--- src/hdl/i2c_master_transfer_sequencer_top_defines.svh ---
// ---------------------------------------------------------------------------
// I2C master transfer sequencer assertion macros
// The using module must provide clk and rst_n.
// ---------------------------------------------------------------------------
`ifndef I2C_MASTER_TRANSFER_SEQUENCER_TOP_DEFINES_SVH
`define I2C_MASTER_TRANSFER_SEQUENCER_TOP_DEFINES_SVH
`ifndef ASSERT_OFF
`define ASSERT_CHK(label, prop, msg) \
    label: assert property (@(posedge clk) disable iff (!rst_n) prop) else $error(msg);
`define ASSERT_NEVER(label, expr, msg) \
    label: assert property (@(posedge clk) disable iff (!rst_n) !(expr)) else $error(msg);
`else
`define ASSERT_CHK(label, prop, msg)
`define ASSERT_NEVER(label, expr, msg)
`endif
`endif

--- src/hdl/i2cmts_pkg.sv ---
// ---------------------------------------------------------------------------
// i2cmts_pkg
// Shared types and codes of the I2C master transfer sequencer.
// ---------------------------------------------------------------------------
package i2cmts_pkg;

    localparam int LEN_W   = 16;
    localparam int MAX_ACT = 8;
    localparam int IDX_W   = $clog2(MAX_ACT);
    localparam int CNT_W   = IDX_W + 1;
    localparam int QDEPTH  = 2;
    localparam int QPTR_W  = (QDEPTH > 1) ? $clog2(QDEPTH) : 1;
    localparam int QCNT_W  = $clog2(QDEPTH + 1);

    typedef enum logic [1:0] {PH_IDLE, PH_START, PH_RX, PH_TX} phase_t;
    typedef enum logic [1:0] {K_QUERY, K_RX, K_TX} kind_t;

    localparam logic [2:0] OP_RX     = 3'd0;
    localparam logic [2:0] OP_TX     = 3'd1;
    localparam logic [2:0] OP_QUERY  = 3'd2;
    localparam logic [2:0] OP_STATUS = 3'd3;
    localparam logic [2:0] OP_ERROR  = 3'd4;
    localparam logic [2:0] OP_CLOSE  = 3'd5;

    localparam logic [4:0] ACT_ACCEPTED   = 5'd0;
    localparam logic [4:0] ACT_BUSY       = 5'd1;
    localparam logic [4:0] ACT_IRQ_ON     = 5'd2;
    localparam logic [4:0] ACT_IRQ_OFF    = 5'd3;
    localparam logic [4:0] ACT_BUF_OFF    = 5'd4;
    localparam logic [4:0] ACT_ACK_ON     = 5'd5;
    localparam logic [4:0] ACT_ACK_OFF    = 5'd6;
    localparam logic [4:0] ACT_START      = 5'd7;
    localparam logic [4:0] ACT_STOP       = 5'd8;
    localparam logic [4:0] ACT_WRITE      = 5'd9;
    localparam logic [4:0] ACT_RX_BYTE    = 5'd10;
    localparam logic [4:0] ACT_POS_SET    = 5'd11;
    localparam logic [4:0] ACT_POS_CLR    = 5'd12;
    localparam logic [4:0] ACT_BUS_RESET  = 5'd13;
    localparam logic [4:0] ACT_ERR_FLAGS  = 5'd14;
    localparam logic [4:0] ACT_DONE       = 5'd15;
    localparam logic [4:0] ACT_PERIPH_OFF = 5'd16;

    localparam logic [7:0] DONE_OK      = 8'd0;
    localparam logic [7:0] DONE_RX      = 8'd1;
    localparam logic [7:0] DONE_TX      = 8'd2;
    localparam logic [7:0] DONE_PHY     = 8'd3;
    localparam logic [7:0] DONE_UNKNOWN = 8'd4;

    // status flag bit positions
    localparam int ST_SB   = 0;
    localparam int ST_ADDR = 1;
    localparam int ST_BTF  = 2;
    localparam int ST_RXNE = 3;
    localparam int ST_TXE  = 4;

    localparam logic [7:0] RD_BIT      = 8'h01;
    localparam logic [7:0] WR_MASK     = 8'hfe;
    localparam logic [7:0] LIMIT_RESET = 8'd16;
    localparam logic [7:0] COUNT_MAX   = 8'd255;

    localparam logic REG_NOTIFY = 1'b0;
    localparam logic REG_LIMIT  = 1'b1;

    typedef struct packed {
        logic       notify;
        logic [7:0] limit;
    } cfg_t;

    typedef struct packed {
        logic [CNT_W-1:0]          count;
        logic [MAX_ACT-1:0][4:0]   act;
        logic [MAX_ACT-1:0][7:0]   val;
    } batch_t;

endpackage

--- src/hdl/i2cmts_if.sv ---
// ---------------------------------------------------------------------------
// i2cmts interfaces
// Valid/ready channels for commands/events and for actions.
// ---------------------------------------------------------------------------
interface i2cmts_in_if;
    logic       valid;
    logic       ready;
    logic [2:0] op;
    logic [7:0] address;
    logic [i2cmts_pkg::LEN_W-1:0] length;
    logic       stop_at_end;
    logic [4:0] status_flags;
    logic [6:0] error_flags;
    logic [7:0] rx_first;
    logic [7:0] rx_second;
    logic [7:0] tx_byte;

    modport source (output valid, op, address, length, stop_at_end, status_flags,
                    error_flags, rx_first, rx_second, tx_byte, input ready);
    modport sink (input valid, op, address, length, stop_at_end, status_flags,
                  error_flags, rx_first, rx_second, tx_byte, output ready);
endinterface

interface i2cmts_out_if;
    logic       valid;
    logic       ready;
    logic [4:0] action;
    logic [7:0] value;
    logic       last;

    modport source (output valid, action, value, last, input ready);
    modport sink (input valid, action, value, last, output ready);
endinterface

--- src/hdl/i2cmts_front.sv ---
// ---------------------------------------------------------------------------
// i2cmts_front
// Accepts commands and events, tracks the transaction and builds the
// batch of actions for each command or event.
// ---------------------------------------------------------------------------
module i2cmts_front (
    input  logic                clk,
    input  logic                rst_n,
    i2cmts_in_if.sink           req,
    input  i2cmts_pkg::cfg_t    cfg,
    input  logic                q_full,
    output logic                push,
    output i2cmts_pkg::batch_t  batch
);

    typedef struct packed {
        logic               irq_off;
        i2cmts_pkg::batch_t b;
    } wrk_t;

    // append one action; irq off at most once per item, list capped
    function automatic wrk_t emit(wrk_t w, logic [4:0] a, logic [7:0] v);
        wrk_t r;
        r = w;
        if (!(a == i2cmts_pkg::ACT_IRQ_OFF && w.irq_off) &&
            (w.b.count < i2cmts_pkg::CNT_W'(i2cmts_pkg::MAX_ACT)))
        begin
            r.b.act[w.b.count[i2cmts_pkg::IDX_W-1:0]] = a;
            r.b.val[w.b.count[i2cmts_pkg::IDX_W-1:0]] = v;
            r.b.count = w.b.count + 1'b1;
        end
        if (a == i2cmts_pkg::ACT_IRQ_OFF)
        begin
            r.irq_off = 1'b1;
        end
        return r;
    endfunction

    i2cmts_pkg::phase_t              phase_reg, phase_next;
    i2cmts_pkg::kind_t               kind_reg, kind_next;
    logic [7:0]                      addr_reg, addr_next;
    logic [i2cmts_pkg::LEN_W-1:0]    left_reg, left_next;
    logic                            stop_reg, stop_next;
    logic                            restart_reg, restart_next;
    logic [7:0]                      unexp_reg, unexp_next;
    wrk_t                            w;
    logic                            accept;

    assign req.ready = !q_full;
    assign accept    = req.valid && req.ready;
    assign push      = accept && (w.b.count != '0);
    assign batch     = w.b;

    always_comb
    begin
        logic cb;
        logic busy;
        cb           = 1'b0;
        busy         = 1'b0;
        w            = '0;
        phase_next   = phase_reg;
        kind_next    = kind_reg;
        addr_next    = addr_reg;
        left_next    = left_reg;
        stop_next    = stop_reg;
        restart_next = restart_reg;
        unexp_next   = unexp_reg;
        case (req.op)
            i2cmts_pkg::OP_RX, i2cmts_pkg::OP_TX, i2cmts_pkg::OP_QUERY:
            begin
                if (phase_reg != i2cmts_pkg::PH_IDLE)
                begin
                    w = emit(w, i2cmts_pkg::ACT_BUSY, 8'd0);
                end
                else
                begin
                    phase_next = i2cmts_pkg::PH_START;
                    case (req.op)
                        i2cmts_pkg::OP_RX:
                        begin
                            kind_next = i2cmts_pkg::K_RX;
                            addr_next = req.address | i2cmts_pkg::RD_BIT;
                            left_next = i2cmts_pkg::LEN_W'(req.length);
                            stop_next = req.stop_at_end;
                        end
                        i2cmts_pkg::OP_TX:
                        begin
                            kind_next = i2cmts_pkg::K_TX;
                            addr_next = req.address & i2cmts_pkg::WR_MASK;
                            left_next = i2cmts_pkg::LEN_W'(req.length);
                            stop_next = req.stop_at_end;
                        end
                        default:
                        begin
                            kind_next = i2cmts_pkg::K_QUERY;
                            addr_next = req.address & i2cmts_pkg::WR_MASK;
                            left_next = '0;
                            stop_next = 1'b1;
                        end
                    endcase
                    w = emit(w, i2cmts_pkg::ACT_IRQ_ON, 8'd0);
                    if (req.op == i2cmts_pkg::OP_RX)
                    begin
                        w = emit(w, (left_next > i2cmts_pkg::LEN_W'(1)) ?
                                 i2cmts_pkg::ACT_ACK_ON : i2cmts_pkg::ACT_ACK_OFF, 8'd0);
                    end
                    if (!restart_reg)
                    begin
                        w = emit(w, i2cmts_pkg::ACT_START, 8'd0);
                    end
                    restart_next = 1'b0;
                    unexp_next   = '0;
                    w = emit(w, i2cmts_pkg::ACT_ACCEPTED, 8'd0);
                end
            end
            i2cmts_pkg::OP_STATUS:
            begin
                if (phase_reg != i2cmts_pkg::PH_IDLE)
                begin
                    if (kind_reg == i2cmts_pkg::K_RX)
                    begin
                        if (req.status_flags[i2cmts_pkg::ST_SB] &&
                            phase_reg == i2cmts_pkg::PH_START)
                        begin
                            w = emit(w, i2cmts_pkg::ACT_WRITE, addr_reg | i2cmts_pkg::RD_BIT);
                        end
                        else if (req.status_flags[i2cmts_pkg::ST_ADDR] &&
                                 phase_reg == i2cmts_pkg::PH_START)
                        begin
                            phase_next = i2cmts_pkg::PH_RX;
                            if (left_reg == i2cmts_pkg::LEN_W'(2))
                            begin
                                w = emit(w, i2cmts_pkg::ACT_BUF_OFF, 8'd0);
                                w = emit(w, i2cmts_pkg::ACT_POS_SET, 8'd0);
                                w = emit(w, i2cmts_pkg::ACT_ACK_OFF, 8'd0);
                            end
                            else if (left_reg <= i2cmts_pkg::LEN_W'(1))
                            begin
                                w = emit(w, i2cmts_pkg::ACT_ACK_OFF, 8'd0);
                                if (stop_reg)
                                begin
                                    w = emit(w, i2cmts_pkg::ACT_STOP, 8'd0);
                                end
                                else
                                begin
                                    w = emit(w, i2cmts_pkg::ACT_START, 8'd0);
                                    restart_next = 1'b1;
                                end
                            end
                        end
                        else if (req.status_flags[i2cmts_pkg::ST_BTF] &&
                                 phase_reg == i2cmts_pkg::PH_RX)
                        begin
                            if (left_reg == i2cmts_pkg::LEN_W'(2))
                            begin
                                if (stop_reg)
                                begin
                                    w = emit(w, i2cmts_pkg::ACT_STOP, 8'd0);
                                end
                                else
                                begin
                                    w = emit(w, i2cmts_pkg::ACT_START, 8'd0);
                                    restart_next = 1'b1;
                                end
                                w = emit(w, i2cmts_pkg::ACT_RX_BYTE, req.rx_first);
                                w = emit(w, i2cmts_pkg::ACT_RX_BYTE, req.rx_second);
                                left_next = '0;
                                w = emit(w, i2cmts_pkg::ACT_POS_CLR, 8'd0);
                                phase_next = i2cmts_pkg::PH_IDLE;
                                w = emit(w, i2cmts_pkg::ACT_IRQ_OFF, 8'd0);
                                if (cfg.notify)
                                begin
                                    w = emit(w, i2cmts_pkg::ACT_DONE, i2cmts_pkg::DONE_RX);
                                end
                            end
                            else
                            begin
                                if (left_reg == i2cmts_pkg::LEN_W'(3))
                                begin
                                    w = emit(w, i2cmts_pkg::ACT_BUF_OFF, 8'd0);
                                    w = emit(w, i2cmts_pkg::ACT_ACK_OFF, 8'd0);
                                end
                                w = emit(w, i2cmts_pkg::ACT_RX_BYTE, req.rx_first);
                                if (left_reg != '0)
                                begin
                                    left_next = left_reg - 1'b1;
                                end
                            end
                        end
                        else if (req.status_flags[i2cmts_pkg::ST_RXNE])
                        begin
                            if (left_reg == i2cmts_pkg::LEN_W'(3))
                            begin
                                w = emit(w, i2cmts_pkg::ACT_BUF_OFF, 8'd0);
                            end
                            else
                            begin
                                w = emit(w, i2cmts_pkg::ACT_RX_BYTE, req.rx_first);
                                if (left_reg != '0)
                                begin
                                    left_next = left_reg - 1'b1;
                                end
                                if (left_next == '0)
                                begin
                                    cb = (phase_reg == i2cmts_pkg::PH_RX);
                                    if (stop_reg)
                                    begin
                                        w = emit(w, i2cmts_pkg::ACT_STOP, 8'd0);
                                    end
                                    else
                                    begin
                                        w = emit(w, i2cmts_pkg::ACT_START, 8'd0);
                                        restart_next = 1'b1;
                                    end
                                    phase_next = i2cmts_pkg::PH_IDLE;
                                    w = emit(w, i2cmts_pkg::ACT_IRQ_OFF, 8'd0);
                                    if (cfg.notify && cb)
                                    begin
                                        w = emit(w, i2cmts_pkg::ACT_DONE, i2cmts_pkg::DONE_RX);
                                    end
                                end
                            end
                        end
                        else if (unexp_reg < i2cmts_pkg::COUNT_MAX)
                        begin
                            unexp_next = unexp_reg + 1'b1;
                        end
                    end
                    else
                    begin
                        // transmit and query transfers
                        if (req.status_flags[i2cmts_pkg::ST_SB])
                        begin
                            w = emit(w, i2cmts_pkg::ACT_WRITE, addr_reg & i2cmts_pkg::WR_MASK);
                        end
                        else if (req.status_flags[i2cmts_pkg::ST_ADDR])
                        begin
                            if (left_reg != '0 && kind_reg == i2cmts_pkg::K_TX)
                            begin
                                phase_next = i2cmts_pkg::PH_TX;
                                w = emit(w, i2cmts_pkg::ACT_WRITE, req.tx_byte);
                                left_next = left_reg - 1'b1;
                                if (left_next == '0)
                                begin
                                    w = emit(w, i2cmts_pkg::ACT_BUF_OFF, 8'd0);
                                end
                            end
                            else
                            begin
                                w = emit(w, i2cmts_pkg::ACT_STOP, 8'd0);
                                phase_next = i2cmts_pkg::PH_IDLE;
                                w = emit(w, i2cmts_pkg::ACT_IRQ_OFF, 8'd0);
                                if (cfg.notify)
                                begin
                                    w = emit(w, i2cmts_pkg::ACT_DONE, i2cmts_pkg::DONE_OK);
                                end
                            end
                        end
                        else if (req.status_flags[i2cmts_pkg::ST_BTF] ||
                                 req.status_flags[i2cmts_pkg::ST_TXE])
                        begin
                            if (left_reg != '0)
                            begin
                                w = emit(w, i2cmts_pkg::ACT_WRITE, req.tx_byte);
                                left_next = left_reg - 1'b1;
                                if (left_next == '0)
                                begin
                                    w = emit(w, i2cmts_pkg::ACT_BUF_OFF, 8'd0);
                                end
                            end
                            else if (phase_reg == i2cmts_pkg::PH_TX &&
                                     req.status_flags[i2cmts_pkg::ST_BTF])
                            begin
                                if (stop_reg)
                                begin
                                    w = emit(w, i2cmts_pkg::ACT_STOP, 8'd0);
                                end
                                else
                                begin
                                    w = emit(w, i2cmts_pkg::ACT_START, 8'd0);
                                    restart_next = 1'b1;
                                end
                                phase_next = i2cmts_pkg::PH_IDLE;
                                w = emit(w, i2cmts_pkg::ACT_IRQ_OFF, 8'd0);
                                if (cfg.notify)
                                begin
                                    w = emit(w, i2cmts_pkg::ACT_DONE, i2cmts_pkg::DONE_TX);
                                end
                            end
                        end
                        else if (unexp_reg < i2cmts_pkg::COUNT_MAX)
                        begin
                            unexp_next = unexp_reg + 1'b1;
                        end
                    end
                    // too many unexpected events: reset the bus
                    if (unexp_next > cfg.limit)
                    begin
                        busy       = (phase_next != i2cmts_pkg::PH_IDLE);
                        unexp_next = '0;
                        w = emit(w, i2cmts_pkg::ACT_IRQ_OFF, 8'd0);
                        w = emit(w, i2cmts_pkg::ACT_STOP, 8'd0);
                        w = emit(w, i2cmts_pkg::ACT_BUS_RESET, 8'd0);
                        phase_next = i2cmts_pkg::PH_IDLE;
                        if (busy && cfg.notify)
                        begin
                            w = emit(w, i2cmts_pkg::ACT_DONE, i2cmts_pkg::DONE_UNKNOWN);
                        end
                    end
                end
            end
            i2cmts_pkg::OP_ERROR:
            begin
                if (req.error_flags != '0)
                begin
                    w = emit(w, i2cmts_pkg::ACT_ERR_FLAGS, {1'b0, req.error_flags});
                    unexp_next = '0;
                    if (phase_reg != i2cmts_pkg::PH_IDLE)
                    begin
                        phase_next = i2cmts_pkg::PH_IDLE;
                        w = emit(w, i2cmts_pkg::ACT_IRQ_OFF, 8'd0);
                        if (cfg.notify)
                        begin
                            w = emit(w, i2cmts_pkg::ACT_DONE, i2cmts_pkg::DONE_PHY);
                        end
                    end
                end
            end
            i2cmts_pkg::OP_CLOSE:
            begin
                w = emit(w, i2cmts_pkg::ACT_IRQ_OFF, 8'd0);
                w = emit(w, i2cmts_pkg::ACT_PERIPH_OFF, 8'd0);
                unexp_next = '0;
                if (phase_reg != i2cmts_pkg::PH_IDLE)
                begin
                    phase_next = i2cmts_pkg::PH_IDLE;
                    w = emit(w, i2cmts_pkg::ACT_BUSY, 8'd0);
                end
                else
                begin
                    w = emit(w, i2cmts_pkg::ACT_ACCEPTED, 8'd0);
                end
            end
            default:
            begin
                w = '0;
            end
        endcase
    end

    always_ff @(posedge clk or negedge rst_n)
    begin
        if (!rst_n)
        begin
            phase_reg   <= i2cmts_pkg::PH_IDLE;
            kind_reg    <= i2cmts_pkg::K_QUERY;
            addr_reg    <= '0;
            left_reg    <= '0;
            stop_reg    <= 1'b0;
            restart_reg <= 1'b0;
            unexp_reg   <= '0;
        end
        else if (accept)
        begin
            phase_reg   <= phase_next;
            kind_reg    <= kind_next;
            addr_reg    <= addr_next;
            left_reg    <= left_next;
            stop_reg    <= stop_next;
            restart_reg <= restart_next;
            unexp_reg   <= unexp_next;
        end
    end

endmodule

--- src/hdl/i2cmts_queue.sv ---
// ---------------------------------------------------------------------------
// i2cmts_queue
// Short FIFO of action batches between the front and the back end.
// ---------------------------------------------------------------------------
`include "i2c_master_transfer_sequencer_top_defines.svh"

module i2cmts_queue (
    input  logic                clk,
    input  logic                rst_n,
    input  logic                push,
    input  i2cmts_pkg::batch_t  push_data,
    input  logic                pop,
    output logic                full,
    output logic                head_valid,
    output i2cmts_pkg::batch_t  head
);

    i2cmts_pkg::batch_t                 mem_reg [i2cmts_pkg::QDEPTH];
    logic [i2cmts_pkg::QPTR_W-1:0]      wr_ptr_reg, wr_ptr_next;
    logic [i2cmts_pkg::QPTR_W-1:0]      rd_ptr_reg, rd_ptr_next;
    logic [i2cmts_pkg::QCNT_W-1:0]      cnt_reg, cnt_next;

    assign full       = (cnt_reg == i2cmts_pkg::QCNT_W'(i2cmts_pkg::QDEPTH));
    assign head_valid = (cnt_reg != '0);
    assign head       = mem_reg[rd_ptr_reg];

    always_comb
    begin
        wr_ptr_next = wr_ptr_reg;
        rd_ptr_next = rd_ptr_reg;
        cnt_next    = cnt_reg;
        if (push)
        begin
            wr_ptr_next = (wr_ptr_reg == i2cmts_pkg::QPTR_W'(i2cmts_pkg::QDEPTH - 1)) ?
                          '0 : wr_ptr_reg + 1'b1;
        end
        if (pop)
        begin
            rd_ptr_next = (rd_ptr_reg == i2cmts_pkg::QPTR_W'(i2cmts_pkg::QDEPTH - 1)) ?
                          '0 : rd_ptr_reg + 1'b1;
        end
        if (push && !pop)
        begin
            cnt_next = cnt_reg + 1'b1;
        end
        else if (pop && !push)
        begin
            cnt_next = cnt_reg - 1'b1;
        end
    end

    always_ff @(posedge clk or negedge rst_n)
    begin
        if (!rst_n)
        begin
            wr_ptr_reg <= '0;
            rd_ptr_reg <= '0;
            cnt_reg    <= '0;
        end
        else
        begin
            wr_ptr_reg <= wr_ptr_next;
            rd_ptr_reg <= rd_ptr_next;
            cnt_reg    <= cnt_next;
        end
    end

    always_ff @(posedge clk)
    begin
        if (push)
        begin
            mem_reg[wr_ptr_reg] <= push_data;
        end
    end

    `ASSERT_NEVER(a_no_overflow, push && full, "batch pushed into full queue")
    `ASSERT_NEVER(a_no_underflow, pop && !head_valid, "pop from empty queue")
    `ASSERT_CHK(a_fill_count, (push && !pop) |=> cnt_reg == $past(cnt_reg) + 1'b1, "count stuck")
    `ASSERT_NEVER(a_empty_batch, push && (push_data.count == '0), "empty batch queued")

endmodule

--- src/hdl/i2cmts_back.sv ---
// ---------------------------------------------------------------------------
// i2cmts_back
// Streams the actions of the head batch, one per transfer.
// ---------------------------------------------------------------------------
module i2cmts_back (
    input  logic                clk,
    input  logic                rst_n,
    input  logic                head_valid,
    input  i2cmts_pkg::batch_t  head,
    output logic                pop,
    i2cmts_out_if.source        rsp
);

    logic [i2cmts_pkg::IDX_W-1:0] idx_reg, idx_next;
    logic                         fire;
    logic                         is_last;

    assign is_last    = ((i2cmts_pkg::CNT_W'(idx_reg) + 1'b1) == head.count);
    assign rsp.valid  = head_valid;
    assign rsp.action = head.act[idx_reg];
    assign rsp.value  = head.val[idx_reg];
    assign rsp.last   = is_last;
    assign fire       = rsp.valid && rsp.ready;
    assign pop        = fire && is_last;

    always_comb
    begin
        idx_next = idx_reg;
        if (pop)
        begin
            idx_next = '0;
        end
        else if (fire)
        begin
            idx_next = idx_reg + 1'b1;
        end
    end

    always_ff @(posedge clk or negedge rst_n)
    begin
        if (!rst_n)
        begin
            idx_reg <= '0;
        end
        else
        begin
            idx_reg <= idx_next;
        end
    end

endmodule

--- src/hdl/i2c_master_transfer_sequencer_top.sv ---
// ---------------------------------------------------------------------------
// i2c_master_transfer_sequencer_top
// 7-bit I2C master transaction sequencer with APB configuration.
//
//   channel  role    payload
//   req      sink    op, address, length, stop_at_end, status/error flags, bytes
//   rsp      source  action, value, last
//   apb      slave   notify_enable at 0x0, bad_event_limit at 0x4
//
// A command or event is taken when req is ready; its non-empty batch of up to
// eight actions is queued and then streamed at one action per cycle while rsp is ready.
// The two-batch queue lets req keep flowing while rsp is stalled; req stalls
// only when both queue slots hold batches.
// Reset: phase idle, notify_enable 0, bad_event_limit 16, queue empty.
// ---------------------------------------------------------------------------
module i2c_master_transfer_sequencer_top (
    input  logic          clk,
    input  logic          rst_n,
    i2cmts_in_if.sink     req,
    i2cmts_out_if.source  rsp,
    input  logic          psel,
    input  logic          penable,
    input  logic          pwrite,
    input  logic [2:0]    paddr,
    input  logic [31:0]   pwdata,
    output logic [31:0]   prdata,
    output logic          pready
);

    i2cmts_pkg::cfg_t   cfg_reg;
    i2cmts_pkg::batch_t push_batch;
    i2cmts_pkg::batch_t head_batch;
    logic               push;
    logic               pop;
    logic               q_full;
    logic               head_valid;

    assign pready = 1'b1;

    always_comb
    begin
        case (paddr[2])
            i2cmts_pkg::REG_NOTIFY: prdata = {31'd0, cfg_reg.notify};
            i2cmts_pkg::REG_LIMIT:  prdata = {24'd0, cfg_reg.limit};
            default:                prdata = '0;
        endcase
    end

    always_ff @(posedge clk or negedge rst_n)
    begin
        if (!rst_n)
        begin
            cfg_reg.notify <= 1'b0;
            cfg_reg.limit  <= i2cmts_pkg::LIMIT_RESET;
        end
        else if (psel && penable && pwrite && pready)
        begin
            if (paddr[2] == i2cmts_pkg::REG_NOTIFY)
            begin
                cfg_reg.notify <= pwdata[0];
            end
            else
            begin
                cfg_reg.limit <= pwdata[7:0];
            end
        end
    end

    i2cmts_front u_front (
        .clk    (clk),
        .rst_n  (rst_n),
        .req    (req),
        .cfg    (cfg_reg),
        .q_full (q_full),
        .push   (push),
        .batch  (push_batch)
    );

    i2cmts_queue u_queue (
        .clk        (clk),
        .rst_n      (rst_n),
        .push       (push),
        .push_data  (push_batch),
        .pop        (pop),
        .full       (q_full),
        .head_valid (head_valid),
        .head       (head_batch)
    );

    i2cmts_back u_back (
        .clk        (clk),
        .rst_n      (rst_n),
        .head_valid (head_valid),
        .head       (head_batch),
        .pop        (pop),
        .rsp        (rsp)
    );

endmodule

--- src/flat_wrapper.sv ---
// flat-port wrapper written by rule: the top's interface ports become plain ports
module i2c_master_transfer_sequencer_top_flat 
  (clk, rst_n, psel, penable, pwrite, paddr, pwdata, prdata, pready, req_valid, req_op, req_address, req_length, req_stop_at_end, req_status_flags, req_error_flags, req_rx_first, req_rx_second, req_tx_byte, req_ready, rsp_valid, rsp_action, rsp_value, rsp_last, rsp_ready);
  i2cmts_in_if req_i ();
  i2cmts_out_if rsp_i ();
  input  logic clk;
  input  logic rst_n;
  input  logic psel;
  input  logic penable;
  input  logic pwrite;
  input  logic [2:0] paddr;
  input  logic [31:0] pwdata;
  output logic [31:0] prdata;
  output logic pready;
  input wire logic [$bits(req_i.valid)-1:0] req_valid;
  input wire logic [$bits(req_i.op)-1:0] req_op;
  input wire logic [$bits(req_i.address)-1:0] req_address;
  input wire logic [$bits(req_i.length)-1:0] req_length;
  input wire logic [$bits(req_i.stop_at_end)-1:0] req_stop_at_end;
  input wire logic [$bits(req_i.status_flags)-1:0] req_status_flags;
  input wire logic [$bits(req_i.error_flags)-1:0] req_error_flags;
  input wire logic [$bits(req_i.rx_first)-1:0] req_rx_first;
  input wire logic [$bits(req_i.rx_second)-1:0] req_rx_second;
  input wire logic [$bits(req_i.tx_byte)-1:0] req_tx_byte;
  output wire logic [$bits(req_i.ready)-1:0] req_ready;
  output wire logic [$bits(rsp_i.valid)-1:0] rsp_valid;
  output wire logic [$bits(rsp_i.action)-1:0] rsp_action;
  output wire logic [$bits(rsp_i.value)-1:0] rsp_value;
  output wire logic [$bits(rsp_i.last)-1:0] rsp_last;
  input wire logic [$bits(rsp_i.ready)-1:0] rsp_ready;
  assign req_i.valid = req_valid;
  assign req_i.op = req_op;
  assign req_i.address = req_address;
  assign req_i.length = req_length;
  assign req_i.stop_at_end = req_stop_at_end;
  assign req_i.status_flags = req_status_flags;
  assign req_i.error_flags = req_error_flags;
  assign req_i.rx_first = req_rx_first;
  assign req_i.rx_second = req_rx_second;
  assign req_i.tx_byte = req_tx_byte;
  assign req_ready = req_i.ready;
  assign rsp_valid = rsp_i.valid;
  assign rsp_action = rsp_i.action;
  assign rsp_value = rsp_i.value;
  assign rsp_last = rsp_i.last;
  assign rsp_i.ready = rsp_ready;
  i2c_master_transfer_sequencer_top u_core (.clk(clk), .rst_n(rst_n), .req(req_i), .rsp(rsp_i), .psel(psel), .penable(penable), .pwrite(pwrite), .paddr(paddr), .pwdata(pwdata), .prdata(prdata), .pready(pready));
endmodule
--- config.mk ---
export PLATFORM = sky130hd
export DESIGN_NAME = i2c_master_transfer_sequencer_top_flat
export DESIGN_NICKNAME = d
export VERILOG_FILES = /design/src/hdl/i2cmts_pkg.sv /design/src/hdl/i2cmts_if.sv /design/src/hdl/i2cmts_front.sv /design/src/hdl/i2cmts_queue.sv /design/src/hdl/i2cmts_back.sv /design/src/hdl/i2c_master_transfer_sequencer_top.sv /design/src/flat_wrapper.sv
export VERILOG_INCLUDE_DIRS = /design/src /design/src/hdl
export SDC_FILE = /design/constraint.sdc
export NUM_CORES = 1
export LEC_CHECK = 0
export BUFFER_PORTS_ARGS = -buffer_cell sky130_fd_sc_hd__buf_2
export CORE_AREA = 2 2 167 169
export DETAILED_ROUTE_END_ITERATION = 6
export DIE_AREA = 0 0 169 171
export PLACE_DENSITY_LB_ADDON = 0.3
export SYNTH_ARGS = -nofsm -noshare
export SYNTH_HDL_FRONTEND = slang
export SYNTH_SLANG_ARGS = --single-unit
export TNS_END_PERCENT = 5
--- constraint.sdc ---
create_clock -name clk -period 7.8 [get_ports clk]
set_input_delay 0.78 -clock clk [delete_from_list [all_inputs] [get_ports clk]]
set_output_delay 0.78 -clock clk [all_outputs]
set_load 0.02 [all_outputs]
[After elaboration in Yosys (flattened, before gate mapping)]
Memories as Yosys holds them, arrays and structs flattened.
Cells that the tools add are included.
Word-level totals
  RAM bits: 216
  memories: 1
  output and inout bits: 49
  input port bits: 106
  flip-flop bits (word level): 54
  word-level logic and storage cells: 973
Operators by class
  multiplexer cells: 559
  order comparisons: 95
  add/subtract/negate cells: 38
  bitwise logic cells: 155
  equal/unequal tests: 34
  reductions and logical operators: 78
Memory list
  u_core.u_queue.mem_reg: depth 2, width 108, read ports 1, clocked after Yosys merged registers in 0, wr ports 1, RTL line i2cmts_queue.sv:18  | i2cmts_pkg::batch_t mem_reg [i2cmts_pkg::QDEPTH];
Operators by type and width (number)
  $mux 108: 128
  $mux 109: 47
  $not 64->64: 22
  $mux 8: 98
  $and 64x64->64: 12
  $demux 8 s3: 30
  $and 8x64->64: 10
  $demux 5 s3: 30
  $pmux 108 s4: 1
  $mux 5: 84
  $mux 16: 25
  $not 24->24: 12
  $and 56x56->56: 4
  $not 32->32: 7
  $not 56->56: 4
  $and 24x24->24: 9
  $mux 4: 53
  $bwmux 64: 3
  $or 32x32->32: 6
  $and 4x32->32: 5
  $or 16x16->16: 10
  $lt 3x4->1 const B: 31
  $add 4x1->4 const B: 30
  $lt 4x4->1 const B: 30
  other kinds (69): 268

[Longest topological paths before layout]
  depth after elaboration: 126
  gate-level depth with buffers: 29
  mapped depth without buffers: 26

[By module]
From an unflattened synthesis, not the netlist that was laid out.
Second synthesis, totals
  cells, all modules: 1356
  area, all modules: 15945.3 um^2
Modules (own cells, without submodules)
  i2cmts_queue: cells each 352, area an instance 8007.7 um^2, times used 1, sequential area each 6586.3 um^2
  i2cmts_front: cells each 876, area an instance 6167.2 um^2, times used 1, sequential area each 925.9 um^2
  i2cmts_back: cells each 72, area an instance 1142.3 um^2, times used 1, sequential area each 75.1 um^2
  i2c_master_transfer_sequencer_top: cells each 56, area an instance 628.1 um^2, times used 1, sequential area each 226.5 um^2

[Worst setup path after synthesis]
No wires, ideal clock.
  path kind: reg2reg
  start: reg u_core.u_front.left_reg[0] (netlist name)
  end: mem u_core.u_queue.mem_reg[0][0] (netlist name), enable pin
  stages on the path, launching flop included: 27
  required time: 7.366 ns
  arrival time: 6.912 ns
  buffers on the path: 3
  period minus slack after synthesis: 7.345 ns
  setup time: 0.434 ns
  path slack: 0.455 ns
  cells stage by stage: dfrtp_1 -> inv_1 -> ha_1 -> or3b_1 -> clkbuf_1 -> nor2_2 -> a222oi_1 -> a32o_1 -> o2111a_1 -> o21ai_0 -> nand2_1 -> ha_1 -> nor3_1 -> a31oi_1 -> ha_1 -> clkbuf_1 -> clkbuf_1 -> ha_1 -> o21ai_1 -> o21ai_2 -> ha_1 -> and2_1 -> a21oi_1 -> a311oi_1 -> a211oi_1 -> a21oi_2 -> and2_1
On the way
  longest elaborated chain between the ends: 46
  elaborated cells between the ends (all ways): 95
  those cells by class: add/sub: 6; order compare: 6; eq/ne: 2; mux: 71; reduce/logical: 10
Ends and longest elaborated chain
  start: declaration: RTL line i2cmts_front.sv:42  | logic [i2cmts_pkg::LEN_W-1:0] left_reg, left_next;
  start signal: assignment: RTL line i2cmts_front.sv:368  | left_reg <= left_next;
  $sub 16x1->16 or $reduce_bool 16->1 (tied branches)
  $mux 16: RTL line i2cmts_front.sv:199  | if (left_reg != '0)
  $mux 16: RTL line i2cmts_front.sv:192  | if (left_reg == i2cmts_pkg::LEN_W'(3))
  $mux 16: RTL line i2cmts_front.sv:190  | else if (req.status_flags[i2cmts_pkg::ST_RXNE])
  $mux 16: RTL line i2cmts_front.sv:151  | else if (req.status_flags[i2cmts_pkg::ST_BTF] &&
  $mux 16: RTL line i2cmts_front.sv:127  | else if (req.status_flags[i2cmts_pkg::ST_ADDR] &&
  $mux 16: RTL line i2cmts_front.sv:122  | if (req.status_flags[i2cmts_pkg::ST_SB] &&
  $mux 16: RTL line i2cmts_front.sv:120  | if (kind_reg == i2cmts_pkg::K_RX)
  (+31 left out)
  $mux 108 (*): RTL line i2cmts_front.sv:297  | if (unexp_next > cfg.limit)
  $mux 108 (*): RTL line i2cmts_front.sv:118  | if (phase_reg != i2cmts_pkg::PH_IDLE)
  $pmux 108 s4 (*): RTL line i2cmts_front.sv:68  | case (req.op)
  $reduce_bool 4->1 (*): RTL line i2cmts_front.sv:51  | assign push = accept && (w.b.count != '0);
  $logic_and 1x1->1 (*): RTL line i2cmts_front.sv:51
  named net u_core.push: RTL line i2c_master_transfer_sequencer_top.sv:33  | logic push;
  $mux 1 (*): RTL line i2cmts_queue.sv:70  | if (push)
  $mux 1 (not written as such) (*): RTL line i2cmts_queue.sv:72  | mem_reg[wr_ptr_reg] <= push_data;
  end: declaration: RTL line i2cmts_queue.sv:18
The timed path passes the listed nets; every way through them passes the cells marked *. The select of a mux whose other input is x is not followed.

[Worst setup path after layout]
  start: reg u_core.u_front.left_reg[0] (netlist name)
  end: mem u_core.u_queue.mem_reg[0][4] (netlist name), enable pin
Same word-level chain as after synthesis.

==> impl_metrics.tcl <==
set metrics [dict create \
    outcome "finished, final reports clean" \
    yosysTopAreaCell "edfxtp_1" \
    ant_nets 0 \
    async_reset_ff_frac 0.2804 \
    synth-edff-count 136 \
    hp-class "input pin to asynchronous set/reset pin" \
    post_cts_resized 0 \
    p_total_uw 4753 \
    start_util 0.4381 \
    slew_headroom 0.1641 \
    num_rows 61 \
    hold_buffers 0 \
    worstMarginPinSlew_ns 1.222 \
    die_area_um2 28900 \
    numCtsBuffers 17 \
    clock-sinks 189 \
    die_w_um 169 \
    skew_ns 0.01941 \
    arrival_ns 7.34 \
    synth_top_area_share 0.3412 \
    firstDrtPassIters 6 \
    r2r_slack_ns 0.58 \
    viasPerCell 6.181 \
    route.met2.wl_um 16530 \
    slowest_stage "nor3b_1" \
    largest_reg_flops 136 \
    finalSetupViolCount 0 \
    stdcell_count 1605 \
    grt_pass1_wl_um 53870 \
    cp_num_buf_inv 2 \
    reg2regPathDepth 24 \
    cts_tree "done" \
    wl_met3_um 2307 \
    yosys_warnings 0 \
    wl_per_cell_um 21.65 \
    area_growth_pct 11.64 \
    synth_ff_type "edfxtp_1" \
    ys_ff_latch 189 \
    maxUsedRoutingLayer "met4" \
    fin_ws_ns 0.5762 \
    path_class "register to register" \
    seq_area_frac_synth 0.4521 \
    power.density_nw_per_um2 355.6 \
    die_y_um 171 \
    crit_family "compound AO/OA/AOI/OAI gates" \
    synth.area.top_cells "edfxtp_1 (34%), dfrtp_1 (11%), mux4_2 (5.5%)" \
    clockRootBuffer "clkbuf_16" \
    drc 0 \
    period_minus_slack_ns 7.224 \
    hold_slack_ns 0.4748 \
    clk_transition_reported_paths_ns 0.09 \
    crit_start "u_core.u_front.left_reg[0]$_DFFE_PN0P_" \
    worstReg2RegEnd "u_core.u_queue.mem_reg[0][4]$_DFFE_PP_" \
    leakage_uw 0.004962 \
    rsz0062_at_grt "false" \
    max_cap_viol_count 0 \
    hold_viol_final 0 \
    grt_overflow 0 \
    synth_area_um2 11970 \
    clockBufferDepth 2 \
    finalNetCount 1373 \
    io_pins 155 \
    crit_fanout 21 \
    clk_latency_ns 0.45 \
    wl_met1_um 14920 \
    num_vias 9920 \
    fmax_mhz 138.4 \
    avgSynthCellArea_um2 10.26 \
    dp_slack_ns 0.6883 \
    cp-start-kind "register" \
    grt_usage 0.2428 \
    first_iter_violations 1012 \
    antenna_found_initial 2 \
    tns_ns 0 \
    crit_path_max_incr_delay_ns 0.57 \
    post-place-cells 1571 \
    htreeDepth 4 \
    grt_max_degree 54 \
    io_buffers 102 \
    grt_pass1_vias 9438 \
    end_kind "register" \
    crit_chain "inv_1 -> ha_1 -> nor3b_1 -> nand3_1 -> a222oi_1 -> a32o_1 -> o2111a_1 -> o21ai_0 -> nand2_1 -> ha_1 -> nor3_1 -> a31oi_1 -> ha_1 -> ha_1 -> o21ai_1 -> o21ai_2 -> ha_1 -> and2_1 -> a21oi_1 -> a311oi_1 -> a211oi_1 -> a21oi_2 -> and2_2 -> buf_4" \
    drv_slew 0 \
    ys_types 107 \
    post_cts_buffers 0 \
    final_layout_size_suffix_gt1_frac 0.2021 \
    synth_cells 1167 \
    dpl.hpwl_um 25080 \
    coreArea_um2 27320 \
    cp_common_cell "ha_1" \
    gp_congestion 0.9728 \
    ir_drop_mv 0.2215 \
    wl_um 34750 \
    fin_crit_sh 0.9261 \
    crit_required_ns 7.92 \
    r2r-start "u_core.u_front.left_reg[0]$_DFFE_PN0P_" \
]
[layout make-up]
type / count / area, µm²
timing repair buffer: 123 / 693.2
tap: 346 / 432.9
multi-input combinational: 877 / 6093
clock inverter: 14 / 162.7
fill: 2557 / 13960
clock buffer: 18 / 429.2
antenna: 2 / 5.005
inverter: 36 / 135.1
sequential: 189 / 5413
[metrics by stage]
step | util | cell area [µm²]
finish | 0.4891 | 13360
global route | 0.4891 | 13360
CTS | 0.4889 | 13360
detailed placement | 0.4673 | 12770
global placement | 0.4673 | 12770
floorplan | - | 12060
[metal layers]
layer | vias to the layer above | global-route usage
met5 | - | 0
met4 | 0 | 0.08510
met3 | 77 | 0.03609
met2 | 418 | 0.3983
met1 | 4838 | 0.3304
li1 | 4587 | -
[synth_stat cells, types with 13 or more instances]
library cell and instances:
a21oi_1 70, a22oi_1 15, and2_1 23, and3_1 18
buf_4 26, clkbuf_1 53, dfrtp_1 52, edfxtp_1 136
ha_1 23, inv_1 34, mux2_2 17, mux2i_1 19
mux4_2 29, nand2_1 105, nand3_1 34, nor2_1 91
nor2b_1 15, nor3_1 28, nor4_1 16, o21ai_0 81
o22ai_1 13
[worst max-delay path by stage]
stage / to / slack, ns / cells after the start
5_1_grt: u_core.u_queue.mem_reg[1][102]$_DFFE_PP_ / 0.02 / 24
4_1_cts: u_core.u_queue.mem_reg[0][8]$_DFFE_PP_ / 0.63 / 24
2_1_floorplan: u_core.u_queue.mem_reg[0][0]$_DFFE_PP_ / 0.45 / 26
3_3_place_gp: u_core.u_queue.mem_reg[0][12]$_DFFE_PP_ / 0.80 / 24
3_5_place_dp: u_core.u_queue.mem_reg[0][8]$_DFFE_PP_ / 0.69 / 24
6_report: u_core.u_queue.mem_reg[0][4]$_DFFE_PP_ / 0.58 / 24
[cell families (layout without fill, tap and decap cells)]
| kind of cell | after synthesis | count (layout) | share of synthesized area |
|---|---|---|---|
| compound gates | 333 | 333 | 0.1932 |
| fa+ha+maj | 23 | 23 | 0.02404 |
| simple gates | 410 | 410 | 0.1797 |
| buf+inv | 124 | 191 | 0.04745 |
| flops | 189 | 189 | 0.4521 |
| mux | 66 | 66 | 0.08770 |
| xor+xnor | 20 | 20 | 0.01526 |
| other cells | 2 | 27 | 0.0006274 |
[cell usage in the layout (no fill, tap or decap), types with 9 or more instances in the layout]
cell type  Yosys  routed
a211oi_1      11      11
buf_2          4     102
and3_1        18      18
nor3_1        28      28
inv_1         34      34
clkbuf_16      0      17
o21ai_0       81      81
nand2_1      105     105
dfrtp_1       52      51
and2_1        23      21
o21a_1        11      11
conb_1         2      25
o22ai_1       13      13
nor2_1        91      91
a31oi_1        9       9
mux2_2        17      17
a22oi_1       15      15
xnor2_1       12      12
nor4_1        16      16
nor2b_1       15      15
nand2b_1      12      12
a32o_1        12      12
edfxtp_1     136     136
mux4_2        29      29
nand4_1       12      12
ha_1          23      23
o21ai_1        9       9
nand3_1       34      34
a21oi_1       70      70
a32oi_1       10      10
mux2i_1       19      19
buf_4         26      19
[report_power, final]
| group | switching, µW | internal [µW] |
|---|---|---|
| clock network | 453 | 433 |
| registers | 200 | 1340 |
| logic | 1460 | 859 |
No activity file was read; power rests on OpenSTA's default activity.
